`src/hdl/ssbc_pkg.sv`:
```
package ssbc_pkg;

  localparam int FracBits = 16;
  localparam int FracW    = FracBits + 2;   // signed fraction, -one .. one
  localparam int TrFW     = FracBits + 1;   // unsigned trace fraction
  localparam int DistW    = 52;             // plane distance in 2^-22 units
  localparam int CntW     = $clog2(FracBits + 8);

  localparam logic signed [FracW-1:0] FracOne  = FracW'(1 << FracBits);
  localparam logic [TrFW-1:0]         TrOne    = TrFW'(1 << FracBits);
  localparam logic signed [DistW-1:0] Margin   = DistW'(1 << 19);
  localparam logic [19:0]             RadiusReset = 20'd7680;

  localparam logic [1:0] KindFurther = 2'd0;
  localparam logic [1:0] KindBrush   = 2'd1;
  localparam logic [1:0] KindTrace   = 2'd2;

  typedef struct packed {
    logic signed [15:0] nx;
    logic signed [15:0] ny;
    logic signed [15:0] nz;
    logic signed [31:0] off;
  } plane_t;

  typedef struct packed {
    logic [1:0]         kind;
    logic               last_side;
    logic signed [31:0] start_x;
    logic signed [31:0] start_y;
    logic signed [31:0] start_z;
    logic signed [31:0] end_x;
    logic signed [31:0] end_y;
    logic signed [31:0] end_z;
    logic signed [15:0] normal_x;
    logic signed [15:0] normal_y;
    logic signed [15:0] normal_z;
    logic signed [31:0] plane_offset;
  } side_req_t;

  typedef struct packed {
    logic [16:0]        hit_fraction;
    logic               starts_inside;
    logic               all_solid;
    logic signed [15:0] hit_normal_x;
    logic signed [15:0] hit_normal_y;
    logic signed [15:0] hit_normal_z;
    logic signed [31:0] hit_plane_offset;
  } trace_rsp_t;

  typedef struct packed {
    logic       load;
    logic       mul_en;
    logic [2:0] mul_sel;
    logic       classify;
    logic       div_step;
    logic       update;
    logic       fold;
  } dp_cmd_t;

  typedef struct packed {
    logic rejected;
    logic skip;
    logic last;
    logic out_free;
  } dp_status_t;

endpackage

```
`src/hdl/ssbc_dp.sv`:
```
module ssbc_dp (
  input  logic               clk_i,
  input  logic               rst_ni,
  input  logic               cfg_we_i,
  input  logic [19:0]        cfg_wdata_i,
  input  ssbc_pkg::side_req_t req_i,
  input  ssbc_pkg::dp_cmd_t  cmd_i,
  output ssbc_pkg::dp_status_t status_o,
  input  logic               out_stall_i,
  output logic               out_valid_o,
  output ssbc_pkg::trace_rsp_t out_data_o
);
  import ssbc_pkg::*;

  logic [19:0]             radius_q;
  side_req_t               item_q;
  logic signed [47:0]      prod_q;
  logic                    prod_vld_q, prod_end_q;
  logic signed [DistW-1:0] ds_q, de_q;

  logic signed [FracW-1:0] enter_q, exit_q;
  logic                    bso_q, beo_q, brej_q;
  plane_t                  cand_q;
  logic [TrFW-1:0]         tfrac_q;
  logic                    tso_q, tsolid_q;
  plane_t                  tplane_q;

  logic                    dir_enter_q, zero_q, neg_q, sat_q;
  logic [DistW:0]          rem_q;
  logic [DistW-1:0]        den_q;
  logic [FracBits-1:0]     quo_q;

  logic                    out_vld_q;
  trace_rsp_t              out_q;

  // multiplier operand select
  logic signed [15:0] mul_n;
  logic signed [31:0] mul_c;
  always_comb begin
    unique case (cmd_i.mul_sel)
      3'd0:    begin mul_n = item_q.normal_x; mul_c = item_q.start_x; end
      3'd1:    begin mul_n = item_q.normal_y; mul_c = item_q.start_y; end
      3'd2:    begin mul_n = item_q.normal_z; mul_c = item_q.start_z; end
      3'd3:    begin mul_n = item_q.normal_x; mul_c = item_q.end_x;   end
      3'd4:    begin mul_n = item_q.normal_y; mul_c = item_q.end_y;   end
      default: begin mul_n = item_q.normal_z; mul_c = item_q.end_z;   end
    endcase
  end

  logic signed [33:0]      push_base;
  logic signed [DistW-1:0] push;
  assign push_base = 34'(signed'(req_i.plane_offset)) + $signed({14'b0, radius_q});
  assign push = DistW'(push_base) <<< 14;

  // side classification
  logic                    ds_pos, de_pos, enter_dir;
  logic signed [DistW-1:0] diff, n_enter, n_leave, mag;
  assign ds_pos    = ds_q > 0;
  assign de_pos    = de_q > 0;
  assign enter_dir = ds_q > de_q;
  assign diff      = enter_dir ? ds_q - de_q : de_q - ds_q;
  assign n_enter   = ds_q - Margin;
  assign n_leave   = -(ds_q + Margin);
  always_comb begin
    if (enter_dir) mag = n_enter;
    else if (n_leave < 0) mag = -n_leave;
    else mag = n_leave;
  end

  // restoring divider step
  logic [DistW:0] rem_sh;
  logic           rem_ge;
  assign rem_sh = {rem_q[DistW-1:0], 1'b0};
  assign rem_ge = rem_sh >= {1'b0, den_q};

  // side fraction
  logic signed [FracW-1:0] quo_s, f;
  assign quo_s = $signed({2'b00, quo_q});
  always_comb begin
    if (dir_enter_q) begin
      if (zero_q) f = '0;
      else if (sat_q) f = FracOne;
      else f = quo_s;
    end else if (sat_q) begin
      f = neg_q ? -FracOne : FracOne;
    end else begin
      f = neg_q ? -quo_s : quo_s;
    end
  end

  logic signed [FracW-1:0] tfrac_s;
  logic                    take_enter;
  assign tfrac_s    = $signed({1'b0, tfrac_q});
  assign take_enter = (enter_q < exit_q) && (enter_q > -FracOne) && (enter_q < tfrac_s);

  // trace state once the current brush is folded in
  logic [TrFW-1:0]  fold_frac;
  logic             fold_so, fold_solid;
  plane_t           fold_plane;
  logic [TrFW+16:0] fold_ext;
  always_comb begin
    fold_frac  = tfrac_q;
    fold_so    = tso_q;
    fold_solid = tsolid_q;
    fold_plane = tplane_q;
    if (!brej_q) begin
      if (!bso_q) begin
        fold_so = 1'b0;
        if (!beo_q) begin
          fold_solid = 1'b1;
          fold_frac  = '0;
        end
      end else if (take_enter) begin
        fold_frac  = TrFW'(enter_q);
        fold_plane = cand_q;
      end
    end
  end
  assign fold_ext = {17'b0, fold_frac};

  always_ff @(posedge clk_i or negedge rst_ni) begin
    if (!rst_ni) begin
      radius_q   <= RadiusReset;
      prod_vld_q <= 1'b0;
      enter_q    <= -FracOne;
      exit_q     <= FracOne;
      bso_q      <= 1'b0;
      beo_q      <= 1'b0;
      brej_q     <= 1'b0;
      cand_q     <= '0;
      tfrac_q    <= TrOne;
      tso_q      <= 1'b1;
      tsolid_q   <= 1'b0;
      tplane_q   <= '0;
      out_vld_q  <= 1'b0;
    end else begin
      if (cfg_we_i) radius_q <= cfg_wdata_i;
      prod_vld_q <= cmd_i.mul_en;
      if (out_vld_q && !out_stall_i) out_vld_q <= 1'b0;

      if (cmd_i.load) begin
        if (req_i.kind == KindTrace) begin
          tfrac_q  <= TrOne;
          tso_q    <= 1'b1;
          tsolid_q <= 1'b0;
        end
        if (req_i.kind == KindBrush || req_i.kind == KindTrace) begin
          enter_q <= -FracOne;
          exit_q  <= FracOne;
          bso_q   <= 1'b0;
          beo_q   <= 1'b0;
          brej_q  <= 1'b0;
          cand_q  <= '0;
        end
      end

      if (cmd_i.classify) begin
        if (ds_pos) bso_q <= 1'b1;
        if (de_pos) beo_q <= 1'b1;
        if (ds_pos && de_pos) brej_q <= 1'b1;
      end

      if (cmd_i.update) begin
        if (dir_enter_q) begin
          if (f > enter_q) begin
            enter_q <= f;
            cand_q  <= '{nx: item_q.normal_x, ny: item_q.normal_y,
                         nz: item_q.normal_z, off: item_q.plane_offset};
          end
        end else if (f < exit_q) begin
          exit_q <= f;
        end
      end

      if (cmd_i.fold) begin
        out_vld_q <= 1'b1;
        tfrac_q   <= fold_frac;
        tso_q     <= fold_so;
        tsolid_q  <= fold_solid;
        tplane_q  <= fold_plane;
      end
    end
  end

  // payload registers
  always_ff @(posedge clk_i) begin
    if (cmd_i.load) begin
      item_q <= req_i;
      ds_q   <= -push;
      de_q   <= -push;
    end else if (prod_vld_q) begin
      if (prod_end_q) de_q <= de_q + DistW'(prod_q);
      else ds_q <= ds_q + DistW'(prod_q);
    end
    if (cmd_i.mul_en) begin
      prod_q     <= mul_n * mul_c;
      prod_end_q <= cmd_i.mul_sel >= 3'd3;
    end
    if (cmd_i.classify) begin
      dir_enter_q <= enter_dir;
      zero_q      <= n_enter <= 0;
      neg_q       <= n_leave < 0;
      sat_q       <= mag >= diff;
      den_q       <= DistW'(diff);
      rem_q       <= {1'b0, mag};
      quo_q       <= '0;
    end else if (cmd_i.div_step) begin
      rem_q <= rem_ge ? rem_sh - {1'b0, den_q} : rem_sh;
      quo_q <= {quo_q[FracBits-2:0], rem_ge};
    end
    // hold the folded result while the trace state moves on
    if (cmd_i.fold) begin
      out_q.hit_fraction     <= fold_ext[16:0];
      out_q.starts_inside    <= !fold_so;
      out_q.all_solid        <= fold_solid;
      out_q.hit_normal_x     <= fold_plane.nx;
      out_q.hit_normal_y     <= fold_plane.ny;
      out_q.hit_normal_z     <= fold_plane.nz;
      out_q.hit_plane_offset <= fold_plane.off;
    end
  end

  assign out_data_o        = out_q;
  assign out_valid_o       = out_vld_q;
  assign status_o.rejected = brej_q;
  assign status_o.skip     = (ds_pos && de_pos) || (!ds_pos && !de_pos);
  assign status_o.last     = item_q.last_side;
  assign status_o.out_free = !out_vld_q;

endmodule

```
`src/hdl/ssbc_ctrl.sv`:
```
module ssbc_ctrl (
  input  logic                 clk_i,
  input  logic                 rst_ni,
  input  logic                 in_valid_i,
  output logic                 in_stall_o,
  input  ssbc_pkg::dp_status_t status_i,
  output ssbc_pkg::dp_cmd_t    cmd_o
);
  import ssbc_pkg::*;

  localparam logic [2:0] S_IDLE = 3'd0;
  localparam logic [2:0] S_CHK  = 3'd1;
  localparam logic [2:0] S_MUL  = 3'd2;
  localparam logic [2:0] S_CLS  = 3'd3;
  localparam logic [2:0] S_DIV  = 3'd4;
  localparam logic [2:0] S_UPD  = 3'd5;
  localparam logic [2:0] S_FOLD = 3'd6;

  logic [2:0]      state_q, state_d;
  logic [CntW-1:0] cnt_q, cnt_d;
  logic [2:0]      done_state;

  assign done_state = status_i.last ? S_FOLD : S_IDLE;
  assign in_stall_o = state_q != S_IDLE;

  always_comb begin
    state_d = state_q;
    cnt_d   = cnt_q;
    cmd_o   = '0;
    unique case (state_q)
      S_IDLE: begin
        cmd_o.load = in_valid_i;
        if (in_valid_i) state_d = S_CHK;
      end
      S_CHK: begin
        cnt_d   = '0;
        state_d = status_i.rejected ? done_state : S_MUL;
      end
      S_MUL: begin
        // six products; the last one accumulates from the product register before classification
        cmd_o.mul_en  = cnt_q < CntW'(6);
        cmd_o.mul_sel = cnt_q[2:0];
        cnt_d = cnt_q + 1'b1;
        if (cnt_q == CntW'(6)) state_d = S_CLS;
      end
      S_CLS: begin
        cmd_o.classify = 1'b1;
        cnt_d   = '0;
        state_d = status_i.skip ? done_state : S_DIV;
      end
      S_DIV: begin
        cmd_o.div_step = 1'b1;
        cnt_d = cnt_q + 1'b1;
        if (cnt_q == CntW'(FracBits - 1)) state_d = S_UPD;
      end
      S_UPD: begin
        cmd_o.update = 1'b1;
        state_d = done_state;
      end
      S_FOLD: begin
        // hold until the previous result has been taken
        cmd_o.fold = status_i.out_free;
        if (status_i.out_free) state_d = S_IDLE;
      end
      default: state_d = S_IDLE;
    endcase
  end

  always_ff @(posedge clk_i or negedge rst_ni) begin
    if (!rst_ni) begin
      state_q <= S_IDLE;
      cnt_q   <= '0;
    end else begin
      state_q <= state_d;
      cnt_q   <= cnt_d;
    end
  end

endmodule

```
`src/hdl/swept_sphere_brush_clip_top.sv`:
```
// channel   direction  handshake                 payload
// in        input      in_valid_i / in_stall_o   in_data_i  (side_req_t)
// out       output     out_valid_o / out_stall_i out_data_o (trace_rsp_t)
// cfg       input      cfg_we_i                  cfg_wdata_i (sphere radius)
//
// A side passes through load and check, six products on the shared 16x32
// multiplier, classification, then 16 divider steps and an update when the
// segment crosses the plane, plus a fold on a last side.
// The radix-2 divider accounts for most of a side's processing.
// Reset (rst_ni low, asynchronous) restores all brush and trace state and the
// radius; the fold waits while a previous result is stalled on the out side.
module swept_sphere_brush_clip_top (
  input  logic                  clk_i,
  input  logic                  rst_ni,
  input  logic                  cfg_we_i,
  input  logic [19:0]           cfg_wdata_i,
  input  logic                  in_valid_i,
  output logic                  in_stall_o,
  input  ssbc_pkg::side_req_t   in_data_i,
  output logic                  out_valid_o,
  input  logic                  out_stall_i,
  output ssbc_pkg::trace_rsp_t  out_data_o
);
  import ssbc_pkg::*;

  dp_cmd_t    cmd;
  dp_status_t status;

  ssbc_ctrl u_ctrl (
    .clk_i      (clk_i),
    .rst_ni     (rst_ni),
    .in_valid_i (in_valid_i),
    .in_stall_o (in_stall_o),
    .status_i   (status),
    .cmd_o      (cmd)
  );

  ssbc_dp u_dp (
    .clk_i       (clk_i),
    .rst_ni      (rst_ni),
    .cfg_we_i    (cfg_we_i),
    .cfg_wdata_i (cfg_wdata_i),
    .req_i       (in_data_i),
    .cmd_i       (cmd),
    .status_o    (status),
    .out_stall_i (out_stall_i),
    .out_valid_o (out_valid_o),
    .out_data_o  (out_data_o)
  );

`ifndef ASSERT_OFF
  a_solid_inside: assert property (@(posedge clk_i) disable iff (!rst_ni)
    out_valid_o |-> (!out_data_o.all_solid || out_data_o.starts_inside))
    else $error("all_solid without starts_inside");

  a_one_at_a_time: assert property (@(posedge clk_i) disable iff (!rst_ni)
    (in_valid_i && !in_stall_o) |=> in_stall_o)
    else $error("second request taken while busy");

  a_fold_free: assert property (@(posedge clk_i) disable iff (!rst_ni)
    cmd.fold |-> !out_valid_o)
    else $error("fold over an undelivered result");
`endif

endmodule
```
`config.mk`:
```
export PLATFORM = sky130hd
export DESIGN_NAME = swept_sphere_brush_clip_top
export DESIGN_NICKNAME = d
export VERILOG_FILES = /design/src/hdl/ssbc_pkg.sv /design/src/hdl/ssbc_dp.sv /design/src/hdl/ssbc_ctrl.sv /design/src/hdl/swept_sphere_brush_clip_top.sv
export SDC_FILE = /design/constraint.sdc
export NUM_CORES = 2
export LEC_CHECK = 0
export BUFFER_PORTS_ARGS = -buffer_cell sky130_fd_sc_hd__buf_2
export CORE_AREA = 2 2 337 339
export CTS_CLUSTER_SIZE = 25
export DETAILED_ROUTE_END_ITERATION = 8
export DIE_AREA = 0 0 339 341
export PLACE_DENSITY = 0.84
export SLEW_MARGIN = 30
export SYNTH_ARGS = -nofsm -noshare
export SYNTH_HDL_FRONTEND = slang
export SYNTH_SLANG_ARGS = --single-unit
```
`constraint.sdc`:
```
create_clock -name clk_i -period 17.5 [get_ports clk_i]
set_input_delay 0 -clock clk_i [delete_from_list [all_inputs] [get_ports clk_i]]
set_output_delay 0 -clock clk_i [all_outputs]
set_load 0.01 [all_outputs]
```
==> results of run 1 <==
==> metal layers <==
| layer | track usage, % | GRT overflow |
|---|---|---|
| met1 | 67.1 | 27 |
| met2 | 82.0 | 79 |
| met3 | 47.1 | 47 |
| met4 | 53.0 | 86 |
| met5 | 28.2 | 6 |
==> cells in the mapped netlist (all sizes together), types with 14 or more instances <==
| cell | n |
|---|---|
| inv | 897 |
| nand2 | 819 |
| edfxtp | 633 |
| nor2 | 627 |
| ha | 522 |
| fa | 492 |
| a21oi | 473 |
| o21ai | 390 |
| clkbuf | 308 |
| xnor2 | 278 |
| dfrtp | 239 |
| nand3 | 229 |
| a21o | 212 |
| mux2 | 195 |
| xor2 | 135 |
| nor3 | 120 |
| nand4 | 117 |
| o21a | 95 |
| nand2b | 83 |
| nor4 | 67 |
| a211oi | 65 |
| o21bai | 57 |
| buf | 55 |
| a31oi | 54 |
| a22oi | 52 |
| o31ai | 52 |
| nor2b | 51 |
| o211ai | 51 |
| and3 | 46 |
| mux2i | 46 |
| and2 | 42 |
| or3 | 37 |
| a222oi | 34 |
| a22o | 34 |
| or2 | 27 |
| a311oi | 21 |
| a221oi | 20 |
| a21boi | 19 |
| and4 | 16 |
| dfxtp | 16 |
| or4 | 15 |
| nand4b | 14 |
==> cells by family after synthesis <==
logic type / after synthesis / share of synthesized area, %
simple gates: 2353 / 14.5
compound gates: 1797 / 15.5
buf+inv: 1263 / 6.32
fa+ha+maj: 1014 / 21.7
flops: 897 / 33.8
xor+xnor: 413 / 4.78
mux: 241 / 3.51
==> per-stage QoR <==
| step | area [sq um] | hold slack [ns] |
|---|---|---|
| 4_1_cts | 86700 | 0.000237 |
| 3_5_place_dp | 78900 | 0.137 |
| 3_3_place_gp | 78900 | 0.125 |
| 2_1_floorplan | 75600 | -0.296 |
==> results.sh, run 1 <==
export IMPL_haltStage="global routing"
export IMPL_pre_cts_slack_ns=7.33
export IMPL_grt_pass1_wl_microns=541000
export IMPL_status="stopped before the end"
export IMPL_num_rows=123
export IMPL_grt_max_degree=114
export IMPL_syn_area_sq_um=75600
export IMPL_stop_error="[ERROR GRT-0116] Global routing finished with congestion. Check the congestion regions in the DRC Viewer."
export IMPL_synth_edf_count=633
export IMPL_cts_buffers=91
export IMPL_yosysSeqAreaShare_pct=33.8
export IMPL_synth_cell_types=96
export IMPL_yosys_area_top_type="edfxtp_1"
export IMPL_ys_warn_count=0
export IMPL_clock_sinks=897
export IMPL_portBuffers=400
export IMPL_die_h_microns=341
export IMPL_dp_hpwl_microns=178000
export IMPL_placedCellCount=9588
export IMPL_synth_area_leaders="edfxtp_1 (25%), fa_1 (13%), ha_1 (8.6%)"
export IMPL_hold_buffers=475
export IMPL_cts_setup_buffers=0
export IMPL_die_x_microns=339
export IMPL_synth_nets=9292
export IMPL_htreeDepth=3
export IMPL_cts_max_path_buffers=3
export IMPL_synth_cells=7978
export IMPL_ys_flop_type="edfxtp_1"
export IMPL_io_pins=401
export IMPL_synth_seq_cells=897
export IMPL_initial_core_util_pct=67.6
export IMPL_syn_avg_cell_area_sq_um=9.48
export IMPL_globalplace_congestion=1.05
export IMPL_cts_root_buf="clkbuf_16"
export IMPL_cts_resized=0
export IMPL_async_flop_share_pct=27.6
export IMPL_grt_pass1_vias=78200
export IMPL_grtUsageTotal_pct=64.0
export IMPL_synth_top_area_share_pct=25.1
export IMPL_grt_ovfl_total=245
==> inputs of run 2 (changes only) <==
CORE_AREA = 2 2 438 440   (was 2 2 337 339)
CTS_CLUSTER_SIZE = default   (was 25)
DIE_AREA = 0 0 440 442   (was 0 0 339 341)
PLACE_DENSITY = default   (was 0.84)
PLACE_DENSITY_LB_ADDON = 0.15   (was default)
==> run 2 against run 1 <==
- the run now ends clean
- synthesized cell count stayed put
- area after synthesis stayed put
==> results.sh, run 2 <==
export IMPL_htreeDepth=3
export IMPL_drt_initial_drc_count=4884
export IMPL_cts_tree="done"
export IMPL_final_common_cell="inv_1"
export IMPL_finalCriticalPeriod_ns=10.12
export IMPL_fin_cells=11400
export IMPL_initial_core_util_pct=39.9
export IMPL_startpoint_type="register"
export IMPL_largest_reg_flops=272
export IMPL_synth_edf_count=633
export IMPL_clkTransAtPathRegs_ns=0.06
export IMPL_syn_avg_cell_area_sq_um=9.48
export IMPL_setup_viol=0
export IMPL_cts_max_path_buffers=3
export IMPL_grt_max_degree=188
export IMPL_crit_path_max_incr_delay_ns=0.89
export IMPL_syn_area_sq_um=75600
export IMPL_layout_common_cells="inv_1 (891), nand2_1 (814), edfxtp_1 (633)"
export IMPL_rsz0062_at_grt="false"
export IMPL_grt_antenna_before_repair=15
export IMPL_clock_sinks=897
export IMPL_async_flop_share_pct=27.6
export IMPL_synth_most_common_cell="inv_1"
export IMPL_wl_per_cell_microns=23.8
export IMPL_area_growth_pct=18.4
export IMPL_crit_top_cell="fa_1"
export IMPL_dpl_cell_area_sq_um=80400
export IMPL_period_share_pct=57.8
export IMPL_grt_pass1_vias=64500
export IMPL_io_pins=401
export IMPL_die_h_microns=442
export IMPL_routed_wl_microns=271000
export IMPL_dp_hpwl_microns=208000
export IMPL_status="finished, final reports clean"
export IMPL_drc=0
export IMPL_cts_root_buf="clkbuf_16"
export IMPL_drive_gt1_share_pct=11.0
export IMPL_cts_buffers=104
export IMPL_regMostFlops="u_dp.item_q"
export IMPL_critical_path_class="reg -> reg"
export IMPL_yosys_area_top_type="edfxtp_1"
export IMPL_die_x_microns=440
export IMPL_core_area_sq_um=190000
export IMPL_yosysSeqAreaShare_pct=33.8
export IMPL_ys_flop_type="edfxtp_1"
export IMPL_synth_nets=9292
export IMPL_synth_cells=7978
export IMPL_synth_seq_cells=897
export IMPL_viasPerCell=5.60
export IMPL_cp_max_fo=80
export IMPL_hold_viol=0
export IMPL_firstDrtPassIters=8
export IMPL_num_rows=160
export IMPL_clock_latency_ns=0.77
export IMPL_pre_cts_slack_ns=7.41
export IMPL_synth_cell_types=96
export IMPL_synth_area_leaders="edfxtp_1 (25%), fa_1 (13%), ha_1 (8.6%)"
export IMPL_ys_warn_count=0
export IMPL_endpoint_kind="register"
export IMPL_worstHoldPathType="in -> reg"
export IMPL_grt_ovfl_total=0
export IMPL_die_area_sq_um=194000
export IMPL_maxCapViolations=0
export IMPL_critical_path_slowest_cell="o21ai_1"
export IMPL_timing_final_ws_setup_ns=7.38
export IMPL_fin_skew_ns=0.0831
export IMPL_grt_pass1_wl_microns=408000
export IMPL_relSlewSlack_pct=27.9
export IMPL_slew_viol_final=0
export IMPL_design_area_sq_um=89600
export IMPL_synth_common_cells="inv_1 (894), nand2_1 (819), edfxtp_1 (633)"
export IMPL_tightest_slew_ns=1.08
export IMPL_grtUsageTotal_pct=27.5
export IMPL_num_nets_final=10100
export IMPL_fin_tns_setup_ns=0
export IMPL_cp_arrival_ns=10.60
export IMPL_cp_required_ns=17.98
export IMPL_placedCellCount=10600
export IMPL_via_count=63800
export IMPL_fmax_mhz=98.8
export IMPL_globalplace_congestion=0.946
export IMPL_portBuffers=400
export IMPL_synth_top_area_share_pct=25.1
export IMPL_postRouteAntennaNets=0
[run 2: cell counts after synthesis]
No cell type changed its count.
[run 2: critical path, delay by kind of cell (launching register included)]
kind | cells | cell delay (ns)
fa+ha+maj | 7 | 3.34
xor+xnor | 1 | 0.13
compound gates | 11 | 3.65
flops | 1 | 0.53
simple gates | 5 | 0.98
buf+inv | 7 | 1.16
[run 2: final cells by class]
class	count	area, sq um
fillers	17700	100000
multi-input cells	5818	45500
flip-flops and latches	897	25500
repair buffers	1069	8500
inverters	900	3390
well taps	2511	3140
clock buffers	131	2770
clock inverters	67	649
diodes	15	37.5
[run 2: kinds of logic (layout without fill, tap and decap cells)]
group           count (synthesis)  count (layout)  share of synthesized area [%]
xor+xnor                      413             413                           4.78
other cells                     0              15                              0
flops                         897             897                           33.8
mux                           241             241                           3.51
fa+ha+maj                    1014            1014                           21.7
buf+inv                      1263            2167                           6.32
compound gates               1797            1797                           15.5
simple gates                 2353            2353                           14.5
[run 2: path summary, 6_finish.rpt]
kind	startpoint	to	slack [ns]	cells after the start
max in group asynchronous	rst_ni	u_dp.exit_q[12]	16.15	4
worst min register to register	u_dp.item_q[21]	u_dp.cand_q[21]	0.43	2
min in group asynchronous	rst_ni	u_dp.cand_q[52]	0.28	3
worst max-delay path	u_ctrl.state_q[2]	u_dp.prod_q[47]	7.38	31
worst max register to register	u_ctrl.state_q[2]	u_dp.prod_q[47]	7.38	31
worst min-delay path	in_data_i[74]	u_dp.item_q[74]	0.05	2
[run 2: repair_timing]
action	4_1_cts	5_1_grt
gates resized for setup	0	0
hold buffers	561	0
endpoints found under the setup margin	0	0
buffers inserted	0	0
endpoints found under the hold margin	428	0
[run 2: routing by layer]
| layer | part of all wire, % | wire length (microns) | up-vias | global-route usage (%) |
|---|---|---|---|---|
| li1 | - | - | 29600 | - |
| met1 | 41 | 112000 | 31600 | 35.0 |
| met2 | 49 | 132000 | 2177 | 46.9 |
| met3 | 5.0 | 13700 | 493 | 3.29 |
| met4 | 4.9 | 13400 | 0 | 11.7 |
| met5 | 0 | 0 | - | 0 |
[run 2: per-stage QoR]
step / hold slack, ns / util [%]
3_5_place_dp: 0.178 / 42.4
2_1_floorplan: -0.296 / -
6_report: 0.0513 / 47.2
4_1_cts: 0.00329 / 47.2
5_1_grt: 0.00317 / 47.2
3_3_place_gp: 0.177 / 42.4
Power of run 2 is left out: the tool's default activity adds up to more than one toggle a clock period on the data nets, which glitch-free logic cannot reach.
